==> src/hw/rtl/kvt_pkg.sv <==
`timescale 1ns / 1ps

package kvt_pkg;

    typedef enum logic [2:0] {
        MODE_IDLE    = 3'd0,
        MODE_SLASH   = 3'd1,
        MODE_COMMENT = 3'd2,
        MODE_COND    = 3'd3,
        MODE_QUOTED  = 3'd4,
        MODE_QESC    = 3'd5,
        MODE_BARE    = 3'd6
    } mode_t;

    typedef enum logic [2:0] {
        EV_OPEN   = 3'd0,
        EV_CLOSE  = 3'd1,
        EV_BYTE   = 3'd2,
        EV_STREND = 3'd3,
        EV_END    = 3'd4
    } kind_t;

    localparam int unsigned MaxEvents = 3;

    localparam logic [7:0] CH_QUOTE  = 8'h22;
    localparam logic [7:0] CH_LBRACK = 8'h5B;
    localparam logic [7:0] CH_RBRACK = 8'h5D;
    localparam logic [7:0] CH_SLASH  = 8'h2F;
    localparam logic [7:0] CH_LF     = 8'h0A;
    localparam logic [7:0] CH_CR     = 8'h0D;
    localparam logic [7:0] CH_TAB    = 8'h09;
    localparam logic [7:0] CH_SPACE  = 8'h20;
    localparam logic [7:0] CH_LBRACE = 8'h7B;
    localparam logic [7:0] CH_RBRACE = 8'h7D;
    localparam logic [7:0] CH_BSLASH = 8'h5C;
    localparam logic [7:0] CH_LOW_N  = 8'h6E;
    localparam logic [7:0] CH_LOW_T  = 8'h74;

endpackage

==> src/hw/rtl/keyvalues_text_tokenizer.sv <==
`timescale 1ns / 1ps

// The first event of a transaction is presented in the cycle after the transaction is accepted.
// Throughput: one input transaction per cycle while each byte yields at most one event and
// the output is not stalled. A byte that yields k events (up to three) holds the input stalled
// until the last of them is being taken, since the event buffer drains one event per unstalled cycle.
// Reset (asynchronous, active low) returns the lexer to idle and empties the event buffer.
module keyvalues_text_tokenizer
    import kvt_pkg::*;
(
    input  logic       clk,
    input  logic       rst_n,
    input  logic       in_valid,
    output logic       in_stall,
    input  logic [7:0] text_byte,
    input  logic       end_of_text,
    output logic       out_valid,
    input  logic       out_stall,
    output logic [2:0] event_kind,
    output logic [7:0] event_byte,
    output logic       last_of_run
);

    mode_t       mode_reg;
    mode_t       mode_next;
    logic [1:0]  cnt_reg;
    logic [1:0]  cnt_next;
    kind_t       kind_reg [MaxEvents];
    logic [7:0]  byte_reg [MaxEvents];
    kind_t       kind_next [MaxEvents];
    logic [7:0]  byte_next [MaxEvents];

    logic        in_acc;
    logic        out_acc;

    logic        is_space;
    logic        ends_bare;
    logic        idle_push;
    kind_t       idle_kind;
    mode_t       idle_mode;
    logic [7:0]  esc_byte;

    assign out_valid   = (cnt_reg != 2'd0);
    assign in_stall    = (cnt_reg > 2'd1) || ((cnt_reg == 2'd1) && out_stall);
    assign in_acc      = in_valid && !in_stall;
    assign out_acc     = out_valid && !out_stall;
    assign event_kind  = kind_reg[0];
    assign event_byte  = byte_reg[0];
    assign last_of_run = (cnt_reg == 2'd1);

    assign is_space  = text_byte inside {CH_SPACE, CH_TAB, CH_CR, CH_LF};
    assign ends_bare = is_space || (text_byte inside {CH_LBRACE, CH_RBRACE, CH_QUOTE});
    assign esc_byte  = (text_byte == CH_LOW_N) ? CH_LF :
                       (text_byte == CH_LOW_T) ? CH_TAB : text_byte;

    // Handling of a byte that arrives between tokens.
    always_comb
    begin
        idle_push = 1'b0;
        idle_kind = EV_BYTE;
        idle_mode = MODE_IDLE;
        if (is_space)
        begin
            idle_mode = MODE_IDLE;
        end
        else if (text_byte == CH_SLASH)
        begin
            idle_mode = MODE_SLASH;
        end
        else if (text_byte == CH_LBRACK)
        begin
            idle_mode = MODE_COND;
        end
        else if (text_byte == CH_LBRACE)
        begin
            idle_push = 1'b1;
            idle_kind = EV_OPEN;
        end
        else if (text_byte == CH_RBRACE)
        begin
            idle_push = 1'b1;
            idle_kind = EV_CLOSE;
        end
        else if (text_byte == CH_QUOTE)
        begin
            idle_mode = MODE_QUOTED;
        end
        else
        begin
            idle_push = 1'b1;
            idle_kind = EV_BYTE;
            idle_mode = MODE_BARE;
        end
    end

    // Event generation: events are appended in order, up to three per transaction.
    always_comb
    begin
        cnt_next  = 2'd0;
        mode_next = mode_reg;
        for (int i = 0; i < MaxEvents; i++)
        begin
            kind_next[i] = EV_OPEN;
            byte_next[i] = 8'h00;
        end

        if (end_of_text)
        begin
            case (mode_reg)
                MODE_SLASH:
                begin
                    kind_next[0] = EV_BYTE;
                    byte_next[0] = CH_SLASH;
                    kind_next[1] = EV_STREND;
                    cnt_next     = 2'd2;
                end
                MODE_QESC:
                begin
                    kind_next[0] = EV_BYTE;
                    byte_next[0] = CH_BSLASH;
                    kind_next[1] = EV_STREND;
                    cnt_next     = 2'd2;
                end
                MODE_QUOTED, MODE_BARE:
                begin
                    kind_next[0] = EV_STREND;
                    cnt_next     = 2'd1;
                end
                default:
                begin
                    cnt_next = 2'd0;
                end
            endcase
            kind_next[cnt_next] = EV_END;
            byte_next[cnt_next] = 8'h00;
            cnt_next            = cnt_next + 2'd1;
            mode_next           = MODE_IDLE;
        end
        else
        begin
            case (mode_reg)
                MODE_SLASH, MODE_BARE:
                begin
                    if ((mode_reg == MODE_SLASH) && (text_byte == CH_SLASH))
                    begin
                        mode_next = MODE_COMMENT;
                    end
                    else
                    begin
                        // A lone slash opens a bare string with the slash as its first byte.
                        if (mode_reg == MODE_SLASH)
                        begin
                            kind_next[0] = EV_BYTE;
                            byte_next[0] = CH_SLASH;
                            cnt_next     = 2'd1;
                        end
                        if (ends_bare)
                        begin
                            kind_next[cnt_next] = EV_STREND;
                            cnt_next            = cnt_next + 2'd1;
                            if (idle_push)
                            begin
                                kind_next[cnt_next] = idle_kind;
                                byte_next[cnt_next] = (idle_kind == EV_BYTE) ? text_byte : 8'h00;
                                cnt_next            = cnt_next + 2'd1;
                            end
                            mode_next = idle_mode;
                        end
                        else
                        begin
                            kind_next[cnt_next] = EV_BYTE;
                            byte_next[cnt_next] = text_byte;
                            cnt_next            = cnt_next + 2'd1;
                            mode_next           = MODE_BARE;
                        end
                    end
                end
                MODE_COMMENT:
                begin
                    if (text_byte == CH_LF)
                    begin
                        mode_next = MODE_IDLE;
                    end
                end
                MODE_COND:
                begin
                    if (text_byte == CH_RBRACK)
                    begin
                        mode_next = MODE_IDLE;
                    end
                end
                MODE_QUOTED:
                begin
                    if (text_byte == CH_QUOTE)
                    begin
                        kind_next[0] = EV_STREND;
                        cnt_next     = 2'd1;
                        mode_next    = MODE_IDLE;
                    end
                    else if (text_byte == CH_BSLASH)
                    begin
                        mode_next = MODE_QESC;
                    end
                    else
                    begin
                        kind_next[0] = EV_BYTE;
                        byte_next[0] = text_byte;
                        cnt_next     = 2'd1;
                    end
                end
                MODE_QESC:
                begin
                    kind_next[0] = EV_BYTE;
                    byte_next[0] = esc_byte;
                    cnt_next     = 2'd1;
                    mode_next    = MODE_QUOTED;
                end
                default:
                begin
                    if (idle_push)
                    begin
                        kind_next[0] = idle_kind;
                        byte_next[0] = (idle_kind == EV_BYTE) ? text_byte : 8'h00;
                        cnt_next     = 2'd1;
                    end
                    mode_next = idle_mode;
                end
            endcase
        end
    end

    always_ff @(posedge clk or negedge rst_n)
    begin
        if (!rst_n)
        begin
            mode_reg <= MODE_IDLE;
            cnt_reg  <= 2'd0;
        end
        else if (in_acc)
        begin
            mode_reg <= mode_next;
            cnt_reg  <= cnt_next;
        end
        else if (out_acc)
        begin
            cnt_reg <= cnt_reg - 2'd1;
        end
    end

    // Event buffer: loaded on input, shifted toward slot zero as events are taken.
    always_ff @(posedge clk)
    begin
        if (in_acc)
        begin
            for (int i = 0; i < MaxEvents; i++)
            begin
                kind_reg[i] <= kind_next[i];
                byte_reg[i] <= byte_next[i];
            end
        end
        else if (out_acc)
        begin
            for (int i = 0; i < MaxEvents - 1; i++)
            begin
                kind_reg[i] <= kind_reg[i + 1];
                byte_reg[i] <= byte_reg[i + 1];
            end
        end
    end

    a_eot_to_idle: assert property (@(posedge clk) disable iff (!rst_n)
        in_acc && end_of_text |=> mode_reg == MODE_IDLE)
        else $error("lexer mode not idle after end of text");

    a_eot_emits: assert property (@(posedge clk) disable iff (!rst_n)
        in_acc && end_of_text |=> out_valid)
        else $error("end of text produced no event");

    a_stall_pending: assert property (@(posedge clk) disable iff (!rst_n)
        in_stall |-> cnt_reg != 2'd0)
        else $error("input stalled with an empty event buffer");

    a_end_is_last: assert property (@(posedge clk) disable iff (!rst_n)
        out_valid && (event_kind == EV_END) |-> last_of_run)
        else $error("end-of-text event is not the last of its run");

endmodule
==> config.mk <==
export PLATFORM = sky130hd
export DESIGN_NAME = keyvalues_text_tokenizer
export DESIGN_NICKNAME = d
export VERILOG_FILES = /design/src/hw/rtl/kvt_pkg.sv /design/src/hw/rtl/keyvalues_text_tokenizer.sv
export SDC_FILE = /design/constraint.sdc
export NUM_CORES = 1
export LEC_CHECK = 0
export BUFFER_PORTS_ARGS = -buffer_cell sky130_fd_sc_hd__buf_2
export CORE_ASPECT_RATIO = 0.8
export CORE_MARGIN = 5
export CORE_UTILIZATION = 53
export CTS_CLUSTER_SIZE = 12
export DETAILED_ROUTE_END_ITERATION = 6
export MAX_ROUTING_LAYER = met4
export PLACE_DENSITY = 0.84
export SLEW_MARGIN = 20
export SYNTH_ARGS = -nofsm -noshare
export SYNTH_HDL_FRONTEND = slang
export SYNTH_SLANG_ARGS = --single-unit
==> constraint.sdc <==
create_clock -name clk -period 2.69 [get_ports clk]
set_clock_uncertainty 0.15 [all_clocks]
set_input_delay 0.1345 -clock clk [delete_from_list [all_inputs] [get_ports clk]]
set_output_delay 0.1345 -clock clk [all_outputs]
set_load 0.02 [all_outputs]
==> results.py, run 1 <==
metrics = {
    "status": {
        "status": "complete, no violations",
    },
    "layout": {
        "drive_above_1_share_pct": 19.9,
        "nets": 303,
        "area_delta_synth_final_pct": 11.9,
        "diodes": 0,
        "design_area_um2": 2880,
        "largest_register_ff_count": 24,
    },
    "power_and_ir_drop": {
        "pwr-share-seq_pct": 36.2,
        "clock_power_share_pct": 15.3,
        "combPwrFrac_pct": 48.5,
        "power_leakage_nw": 1.15,
        "vdd_ir_drop_max_v": 0.000544,
        "finalPower_w": 0.00308,
        "p_sw_share_pct": 41.2,
        "p_sw_w": 0.00127,
        "p_per_area_nw_per_um2": 1070,
        "p_int_w": 0.00181,
    },
    "clocking": {
        "clk_latency_ns": 0.29,
        "tritoncts": "yes",
        "htreeDepth": 2,
        "cts_setup_buffers": 0,
        "numCtsBuffers": 5,
        "clock-sinks": 38,
        "clk_path_buf_depth": 2,
        "clock-root-buffer": "clkbuf_8",
        "path_clk_slew_ns": 0.08,
    },
    "route": {
        "wirelength_mm": 6.82,
        "drt_first_pass_iters": 5,
        "wl_per_cell_um": 19.7,
        "vias": 2277,
        "drt-vias-per-instance": 6.58,
        "ant_nets": 0,
        "drtIter0Drc": 340,
        "drcViolationCount": 0,
    },
    "sta": {
        "slew_headroom_pct": 52.4,
        "worst_pin_slew_ns": 0.712,
        "finalSetupTns_ns": 0,
        "period_minus_slack_ns": 2.58,
        "fmax_ghz": 0.387,
        "setup_violations": 0,
        "final_max_slew_viol_count": 0,
        "rsz0062_at_grt": "false",
        "hold_viol_final": 0,
        "fin_crit_sh_pct": 96.1,
        "whs_ns": 0.0268,
    },
    "global_routing": {
        "grt_usage_pct": 23.3,
        "antenna_found_initial": 0,
        "grt_pass1_wl_mm": 11.1,
        "grt_max_degree": 23,
        "grt-ovfl-total": 0,
        "first_global_vias": 2095,
    },
    "critical_path": {
        "path_class": "reg2reg",
        "slowest_delay_ns": 0.46,
        "critPathArrivalTime_ns": 2.46,
        "crit_family": "compound AO/OA/AOI/OAI gates",
        "path_cells": "inv_1 -> ha_1 -> nor2_1 -> a21boi_1 -> o21ai_0 -> a2111oi_1 -> a2bb2oi_1",
        "r2r_cells": 7,
        "worstPathRequired_ns": 2.57,
        "cp_num_buf_inv": 1,
        "startpoint_type": "register",
        "slowest_stage": "a2111oi_1",
        "worst-path-stages": 7,
        "crit_path_end_kind": "register",
        "worst-path-max-fanout": 5,
    },
    "floorplan": {
        "die_w_um": 87.9,
        "die_y_um": 72.3,
        "rows": 22,
        "die_area_um2": 6360,
        "core_area_um2": 4650,
        "ioPinCount": 27,
        "start_util_pct": 55.3,
    },
    "synthesis": {
        "synth-edff-count": 33,
        "async_flop_share_pct": 13.2,
        "syn_inst": 263,
        "synth_ff_type": "edfxtp_1",
        "ys_seq_area_share_pct": 43.4,
        "ys_ff_latch": 38,
        "ys_types": 66,
        "syn_area_um2": 2570,
        "synth_warnings": 0,
        "syn_avg_cell_area_um2": 9.78,
    },
    "flow_run": {
        "drv_cap": 0,
    },
    "placed_design": {
        "port_buffers": 26,
        "post_dp_cell_area_um2": 2760,
        "hpwlAfterDp_mm": 4.97,
        "place.gp.congestion": 0.961,
    },
    "worst_hold_path": {
        "hold_class": "in2async",
    },
}
-- cell families after synthesis --
group | after synthesis | share of synthesized area (%)
buffers and inverters | 39 | 7.54
multiplexers | 1 | 0.389
XOR/XNOR | 2 | 0.681
other | 1 | 0.146
adder cells (fa/ha/maj) | 4 | 1.95
AO/OA/AOI/OAI | 77 | 23.4
AND/OR/NAND/NOR | 101 | 22.5
flip-flops | 38 | 43.4
-- worst reg2reg max path, cell delays in order (launching register included) --
cell and delay (ns):
dfrtp_1 0.41, inv_1 0.06, ha_1 0.26, nor2_1 0.21
a21boi_1 0.40, o21ai_0 0.22, a2111oi_1 0.46, a2bb2oi_1 0.15
-- cells in the mapped netlist, types with 3 or more instances --
| master | number | area (um^2) |
|---|---|---|
| a211oi_1 | 4 | 30.0 |
| buf_2 | 5 | 25.0 |
| o21ai_0 | 10 | 50.1 |
| buf_4 | 11 | 82.6 |
| a21oi_1 | 7 | 35.0 |
| nand3_1 | 6 | 30.0 |
| o31ai_1 | 3 | 22.5 |
| inv_1 | 10 | 37.5 |
| nand2_1 | 28 | 105 |
| a31oi_1 | 5 | 31.3 |
| edfxtp_1 | 33 | 991 |
| and2_1 | 6 | 37.5 |
| nor2b_1 | 3 | 18.8 |
| a22o_1 | 9 | 78.8 |
| nand4b_1 | 3 | 26.3 |
| nor3b_1 | 3 | 22.5 |
| dfrtp_1 | 5 | 125 |
| clkbuf_1 | 12 | 45.0 |
| nor3_1 | 6 | 30.0 |
| o221a_2 | 3 | 33.8 |
| ha_1 | 4 | 50.1 |
| nor4_1 | 4 | 25.0 |
| o221ai_1 | 4 | 35.0 |
| nand2b_1 | 5 | 31.3 |
| nor2_1 | 18 | 67.6 |
| a21o_1 | 4 | 30.0 |
| o211ai_1 | 3 | 22.5 |
-- per-layer routing --
layer	vias to the layer above	share of wire, %	global-route usage, %
met4	0	1.7	6.30
met5	-	0	-
li1	1038	-	-
met3	13	10	6.36
met2	138	44	31.2
met1	1088	44	34.5
-- path summary, 6_finish.rpt --
kind | end | startpoint | slack [ns]
hold / removal | cnt_reg[1] | rst_n | 0.03
hold reg to reg | kind_reg[0][4] | kind_reg[1][1] | 0.39
setup reg to reg | byte_reg[0][0] | cnt_reg[0] | 0.11
min in group clk | byte_reg[0][15] | text_byte[7] | 0.10
max in group asynchronous | mode_reg[2] | rst_n | 2.24
setup / recovery | byte_reg[0][0] | cnt_reg[0] | 0.11
-- power by group through the flow --
| stage | Combinational [W] | Sequential (W) | Clock, W |
|---|---|---|---|
| global placement | 0.00142 | 0.00111 | 0 |
| detailed placement | 0.00145 | 0.00113 | 0 |
| finish | 0.00149 | 0.00111 | 0.000472 |
| global route | 0.00161 | 0.00114 | 0.000505 |
| CTS | 0.00146 | 0.00112 | 0.000472 |
| floorplan | 0.00112 | 0.00105 | 0 |
-- placed cells by master, fill, tap and decap left out, types with 6 or more instances in the layout --
master and instances:
buf_4 13, edfxtp_1 33, nor3_1 6, a21oi_1 7, a22o_1 9, nor2_1 18
nand3_1 6, and2_1 6, o21ai_0 9, buf_2 26, inv_1 10, nand2_1 28
-- through the flow --
stage               instances  util [%]  setup WS, ns
floorplan                 266         -         0.166
global placement          338      59.3         0.102
detailed placement        338      59.3        0.0462
CTS                       346      61.7         0.144
global route              346      61.9        0.0354
finish                    346      61.9         0.106
-- what timing repair did --
item	CTS	global route
hold endpoints to repair	5	0
setup endpoints to repair	0	1
resized for setup	0	1
hold buffers	1	0
-- cell type report --
cell class	instances	area [um^2]
repair buffers	41	258
fillers	389	1770
clock inverters	2	33.8
flip-flops and latches	38	1120
well taps	60	75.1
multi-input cells	189	1290
clock buffers	5	68.8
inverters	11	41.3
(Power assumes the default switching activity.)
==> run 2, diff against run 1 <==
Settings changed: ABC_AREA set to 1, CORE_UTILIZATION 53 to 54, PLACE_DENSITY 0.84 to 0.85, SETUP_SLACK_MARGIN set to 0.15.
==> results.py, run 2 <==
metrics = {
    "status": {
        "status": "complete, no violations",
    },
    "worst_hold_path": {
        "hold_class": "in2async",
    },
    "synthesis": {
        "synth_warnings": 0,
        "synth_area_leader_cell": "edfxtp_1",
        "yosysMostFrequentCell": "nand2_1",
        "synth_compound_area_share_pct": 9.52,
        "synth-adder-area-share_pct": 1.81,
        "ys_seq_area_share_pct": 40.5,
        "ys_top_cells_by_area": "edfxtp_1 36%, nand2_1 12%, dfrtp_1 4.5%, inv_1 4.4%, nor2_1 4.4%",
        "synthTopCellsByCount": "91 x nand2_1, 33 x edfxtp_1, 32 x inv_1, 32 x nor2_1, 20 x nand3_1",
        "synth_top_family_by_area": "simple AND/OR/NAND/NOR gates",
        "syn_inst": 348,
        "synth-edff-count": 33,
        "syn_area_um2": 2760,
        "ys_ff_latch": 38,
        "synthMuxAreaShare_pct": 0,
        "synth_top_area_share_pct": 35.9,
        "syn_avg_cell_area_um2": 7.93,
        "async_flop_share_pct": 13.2,
        "yosys.area_share.simple_pct": 37.3,
        "synth_ff_type": "edfxtp_1",
        "ys_types": 36,
        "synthXorXnorAreaFrac_pct": 0,
    },
    "critical_path": {
        "path_class": "reg2reg",
        "endpoint": "byte_reg[0][12]",
        "critPathArrivalTime_ns": 2.16,
        "slowest_stage": "dfrtp_1",
        "worst-path-max-fanout": 9,
        "startpoint_type": "register",
        "r2r_cells": 11,
        "r2r_start": "cnt_reg[0]",
        "crit_path_end_kind": "register",
        "r2r_setup_slack_ns": 0.53,
        "r2r_end": "byte_reg[0][12]",
        "worstPathRequired_ns": 2.69,
        "slowest_delay_ns": 0.41,
        "startpoint": "cnt_reg[0]",
        "path_cells": "ha_1 -> nand2_1 -> o21ai_2 -> nor2_4 -> inv_2 -> nand2_1 -> buf_4 -> nand2_2 -> inv_2 -> nand4_4 -> o21ai_2",
    },
    "route": {
        "drcViolationCount": 0,
        "wl_per_cell_um": 14.4,
        "drt_first_pass_iters": 5,
        "wirelength_mm": 6.25,
        "vias": 2369,
        "drt-vias-per-instance": 5.45,
        "drtIter0Drc": 205,
        "ant_nets": 0,
    },
    "layout": {
        "multi_input_area_um2": 1360,
        "diodes": 0,
        "layout_commonest_cell": "nand2_1",
        "largest_register_ff_count": 24,
        "area_delta_synth_final_pct": 8.39,
        "fillCellCount": 449,
        "drive_above_1_share_pct": 27.6,
        "seqCellArea_um2": 1120,
        "mostFrequentLayoutCells": "91 x nand2_1, 33 x edfxtp_1, 32 x inv_1, 32 x nor2_1, 26 x buf_2",
        "nets": 390,
    },
    "global_routing": {
        "grt-ovfl-total": 0,
        "grt_usage_pct": 20.3,
        "grt_pass1_wl_mm": 10.5,
        "grt_max_degree": 24,
        "first_global_vias": 2283,
        "antenna_found_initial": 0,
    },
    "sta": {
        "fin_crit_sh_pct": 80.3,
        "setup_violations": 0,
        "hold_viol_final": 0,
        "finalSetupTns_ns": 0,
        "fmax_ghz": 0.463,
        "rsz0062_at_grt": "false",
        "period_minus_slack_ns": 2.16,
        "final_max_slew_viol_count": 0,
        "whs_ns": 0.0315,
    },
    "floorplan": {
        "start_util_pct": 55.4,
        "die_y_um": 73.9,
        "die_w_um": 89.9,
        "die_area_um2": 6650,
        "ioPinCount": 27,
        "rows": 23,
        "core_area_um2": 4980,
    },
    "clocking": {
        "clk_latency_ns": 0.29,
        "clock-root-buffer": "clkbuf_8",
        "tritoncts": "yes",
        "numCtsBuffers": 5,
        "cts_setup_buffers": 0,
        "clk_path_buf_depth": 2,
        "htreeDepth": 2,
        "path_clk_slew_ns": 0.07,
        "clock-sinks": 38,
    },
    "power_and_ir_drop": {
        "power_leakage_nw": 1.45,
        "p_per_area_nw_per_um2": 921,
        "vdd_ir_drop_max_v": 0.000740,
    },
    "placed_design": {
        "port_buffers": 26,
        "place.gp.congestion": 0.950,
        "hpwlAfterDp_mm": 4.95,
    },
    "flow_run": {
        "drv_cap": 0,
    },
}
==> run 2: repair_timing <==
item                                    in CTS  in global routing
gates resized for setup                      0                  0
endpoints found under the hold margin        5                  0
endpoints found under the setup margin       0                  0
hold buffers                                 1                  0
==> run 2: power by group <==
part           internal (W)  switching (W)
combinational      0.000417       0.000917
clock              0.000178       0.000195
sequential         0.000960      0.0000875
==> run 2: kinds of logic after synthesis <==
logic type      count (synthesis)
simple gates                  198
buf+inv                        63
compound gates                 44
flops                          38
fa+ha+maj                       4
other cells                     1
==> run 2: layer usage <==
layer,up-vias,share of wire (%),GRT usage [%]
met5,-,0,-
met4,0,1.3,5.12
met3,13,7.5,4.75
met2,95,47,33.2
met1,1082,44,25.8
li1,1179,-,-
==> run 2: critical path, delay by kind of cell (launching register included) <==
kind / cells / cell delay (ns)
fa+ha+maj: 1 / 0.25
compound gates: 2 / 0.25
flops: 1 / 0.41
buf+inv: 3 / 0.37
simple gates: 5 / 0.59
==> run 2: cell type report <==
class	count	share of cell area (%)
Multi-Input combinational cell	250	45.5
Sequential cell	38	37.3
Clock buffer	6	2.43
Inverter	47	6.19
Clock inverter	1	0.251
Tap cell	62	2.59
Timing Repair Buffer	31	5.69
==> run 2: how the worst min path moves through the flow <==
stage / startpoint / end / slack [ns] / cells after the start
after floorplan: rst_n / cnt_reg[0] / -0.31 / 0
after global placement: rst_n / mode_reg[1] / -0.20 / 1
after detailed placement: rst_n / mode_reg[1] / -0.20 / 1
after CTS: rst_n / mode_reg[1] / 0.03 / 2
after global routing: rst_n / mode_reg[2] / 0.04 / 2
final: rst_n / mode_reg[1] / 0.03 / 2
==> run 2: stage by stage <==
stage / setup WS, ns / total power, W / std cells / util (%) / instance area (um^2)
after floorplan: 0.373 / 0.00212 / 351 / - / 2770
after global placement: 0.574 / 0.00235 / 427 / 58.3 / 2900
after detailed placement: 0.543 / 0.00239 / 427 / 58.3 / 2900
after CTS: 0.540 / 0.00276 / 435 / 60.1 / 2990
after global routing: 0.380 / 0.00296 / 435 / 60.1 / 2990
final: 0.529 / 0.00275 / 435 / 60.1 / 2990
==> run 3, diff against run 2 <==
Settings changed: CORE_UTILIZATION 54 to 60, PLACE_DENSITY 0.85 to 0.89.
Clock period 2.69 ns to 2 ns, I/O delays scaled along.
==> results.py, run 3 (synthesis gave the netlist of run 2 again) <==
metrics = {
    "status": {
        "status": "complete, no violations",
    },
    "layout": {
        "area_delta_synth_final_pct": 20.8,
        "stdcell_count": 454,
        "seqCellArea_um2": 1120,
        "largest_register_ff_count": 24,
        "diodes": 0,
        "multi_input_area_um2": 1500,
        "drive_above_1_share_pct": 37.6,
        "design_area_um2": 3330,
        "mostFrequentLayoutCells": "86 x nand2_1, 33 x edfxtp_1, 31 x inv_1",
        "nets": 410,
        "fillCellCount": 352,
        "layout_commonest_cell": "nand2_1",
    },
    "global_routing": {
        "grt_pass1_wl_mm": 11.1,
        "first_global_vias": 2376,
        "grt_util_met2_pct": 39.8,
        "grt-ovfl-total": 0,
        "grt_max_degree": 24,
        "grt.busiest_layer": "met2",
        "use_met1_pct": 29.3,
        "grt_util_met3_pct": 4.66,
        "grt_usage_pct": 23.7,
        "antenna_found_initial": 0,
    },
    "clocking": {
        "numCtsBuffers": 5,
        "clk_path_buf_depth": 2,
        "clock-root-buffer": "clkbuf_8",
        "htreeDepth": 2,
        "clk_latency_ns": 0.29,
        "clock-sinks": 38,
        "tritoncts": "yes",
        "path_clk_slew_ns": 0.08,
    },
    "sta": {
        "rsz0062_at_grt": "true",
        "hold_viol_final": 0,
        "setup_violations": 0,
        "whs_ns": 0.0340,
        "fmax_ghz": 0.525,
        "fin_crit_sh_pct": 95.2,
        "final_max_slew_viol_count": 0,
        "finalSetupTns_ns": 0,
        "worst_slack_ns": 0.0957,
        "period_minus_slack_ns": 1.90,
    },
    "placed_design": {
        "place.gp.congestion": 0.975,
        "hpwlAfterDp_mm": 5.13,
        "post_dp_cell_area_um2": 3030,
        "port_buffers": 26,
        "dpl_worst_slack_ns": -0.0279,
        "dp.cells": 434,
    },
    "critical_path": {
        "r2r_cells": 12,
        "crit_family": "simple AND/OR/NAND/NOR gates",
        "crit_path_end_kind": "register",
        "worst-path-stages": 12,
        "r2r_start": "cnt_reg[1]",
        "path_cells": "inv_2 -> ha_4 -> nand2_4 -> o21ai_4 -> nor2_4 -> inv_2 -> nand2_4 -> inv_4 -> nor2_4 -> nand2_2 -> nor3b_2 -> a21oi_1",
        "startpoint_type": "register",
        "worst-path-max-fanout": 5,
        "worstPathRequired_ns": 1.90,
        "critPathArrivalTime_ns": 1.80,
        "slowest_delay_ns": 0.37,
        "startpoint": "cnt_reg[1]",
        "cp_num_buf_inv": 3,
        "slowest_stage": "dfrtp_1",
        "path_class": "reg2reg",
    },
    "floorplan": {
        "die_w_um": 85.8,
        "die_area_um2": 6060,
        "start_util_pct": 61.1,
        "rows": 22,
        "core_area_um2": 4510,
        "ioPinCount": 27,
        "die_y_um": 70.7,
    },
    "route": {
        "vias": 2538,
        "drt-vias-per-instance": 5.59,
        "drcViolationCount": 0,
        "wl_per_cell_um": 15.2,
        "ant_nets": 0,
        "wirelength_mm": 6.88,
        "drt_first_pass_iters": 5,
        "drtIter0Drc": 242,
    },
    "worst_hold_path": {
        "min_from": "text_byte[7]",
        "hold_depth": 3,
        "hold_class": "in2reg",
    },
    "power_and_ir_drop": {
        "power_leakage_nw": 1.59,
        "vdd_ir_drop_max_v": 0.000984,
        "p_per_area_nw_per_um2": 1280,
    },
    "flow_run": {
        "drv_cap": 0,
    },
}
## run 3: cell count changes in the layout (fill, tap and decap cells not counted), sizes merged
cell         previous run  this run
buf                    30        49
clkinv                  1         3
clkinvlp                1         0
dlygate4sd3             1         2
## run 3: per-layer routing
metal  wire length [um]  share of wire (%)
met1               2790                 41
met2               3430                 50
met3                517                7.5
met4                138                2.0
met5                  0                  0
## run 3: tightest hold or removal path, delay by kind of cell
family / cells / cell delay (ns)
buffers and inverters: 1 / 0.13
AND/OR/NAND/NOR: 2 / 0.14
## run 3: final timing paths
path                                  end  slack (ns)
setup / recovery           kind_reg[0][1]         0.1
hold / removal             byte_reg[0][7]        0.03
setup reg to reg           kind_reg[0][1]         0.1
hold reg to reg                cnt_reg[1]        0.37
max in group asynchronous     mode_reg[1]        0.95
min in group asynchronous      cnt_reg[1]        0.55
## run 3: layout make-up
cell class,instances,area share (%)
clock inverters,2,0.413
inverters,47,5.86
repair buffers,51,10.8
flip-flops and latches,38,33.6
multi-input cells,250,44.9
well taps,60,2.25
clock buffers,6,2.18
## run 3: repair_timing
item	in CTS	in global routing
hold buffers	2	0
setup buffers	8	2
pin swaps	7	4
gates resized for setup	20	15
endpoints found under the setup margin	24	33
endpoints found under the hold margin	5	0
## run 3: metrics by stage
step | power (W) | utilization [%]
floorplan | 0.00293 | -
global placement | 0.00332 | 67.0
detailed placement | 0.00340 | 67.0
CTS | 0.00412 | 72.5
global route | 0.00454 | 73.8
finish | 0.00425 | 73.8
## run 3: report_power, final
| group | internal [W] | leakage [nW] | switching, W | total [W] |
|---|---|---|---|---|
| Sequential | 0.00130 | 0.393 | 0.000131 | 0.00143 |
| Clock | 0.000246 | 0.0452 | 0.000279 | 0.000525 |
| Combinational | 0.000864 | 1.15 | 0.00143 | 0.00230 |
| Total | 0.00241 | 1.59 | 0.00184 | 0.00425 |
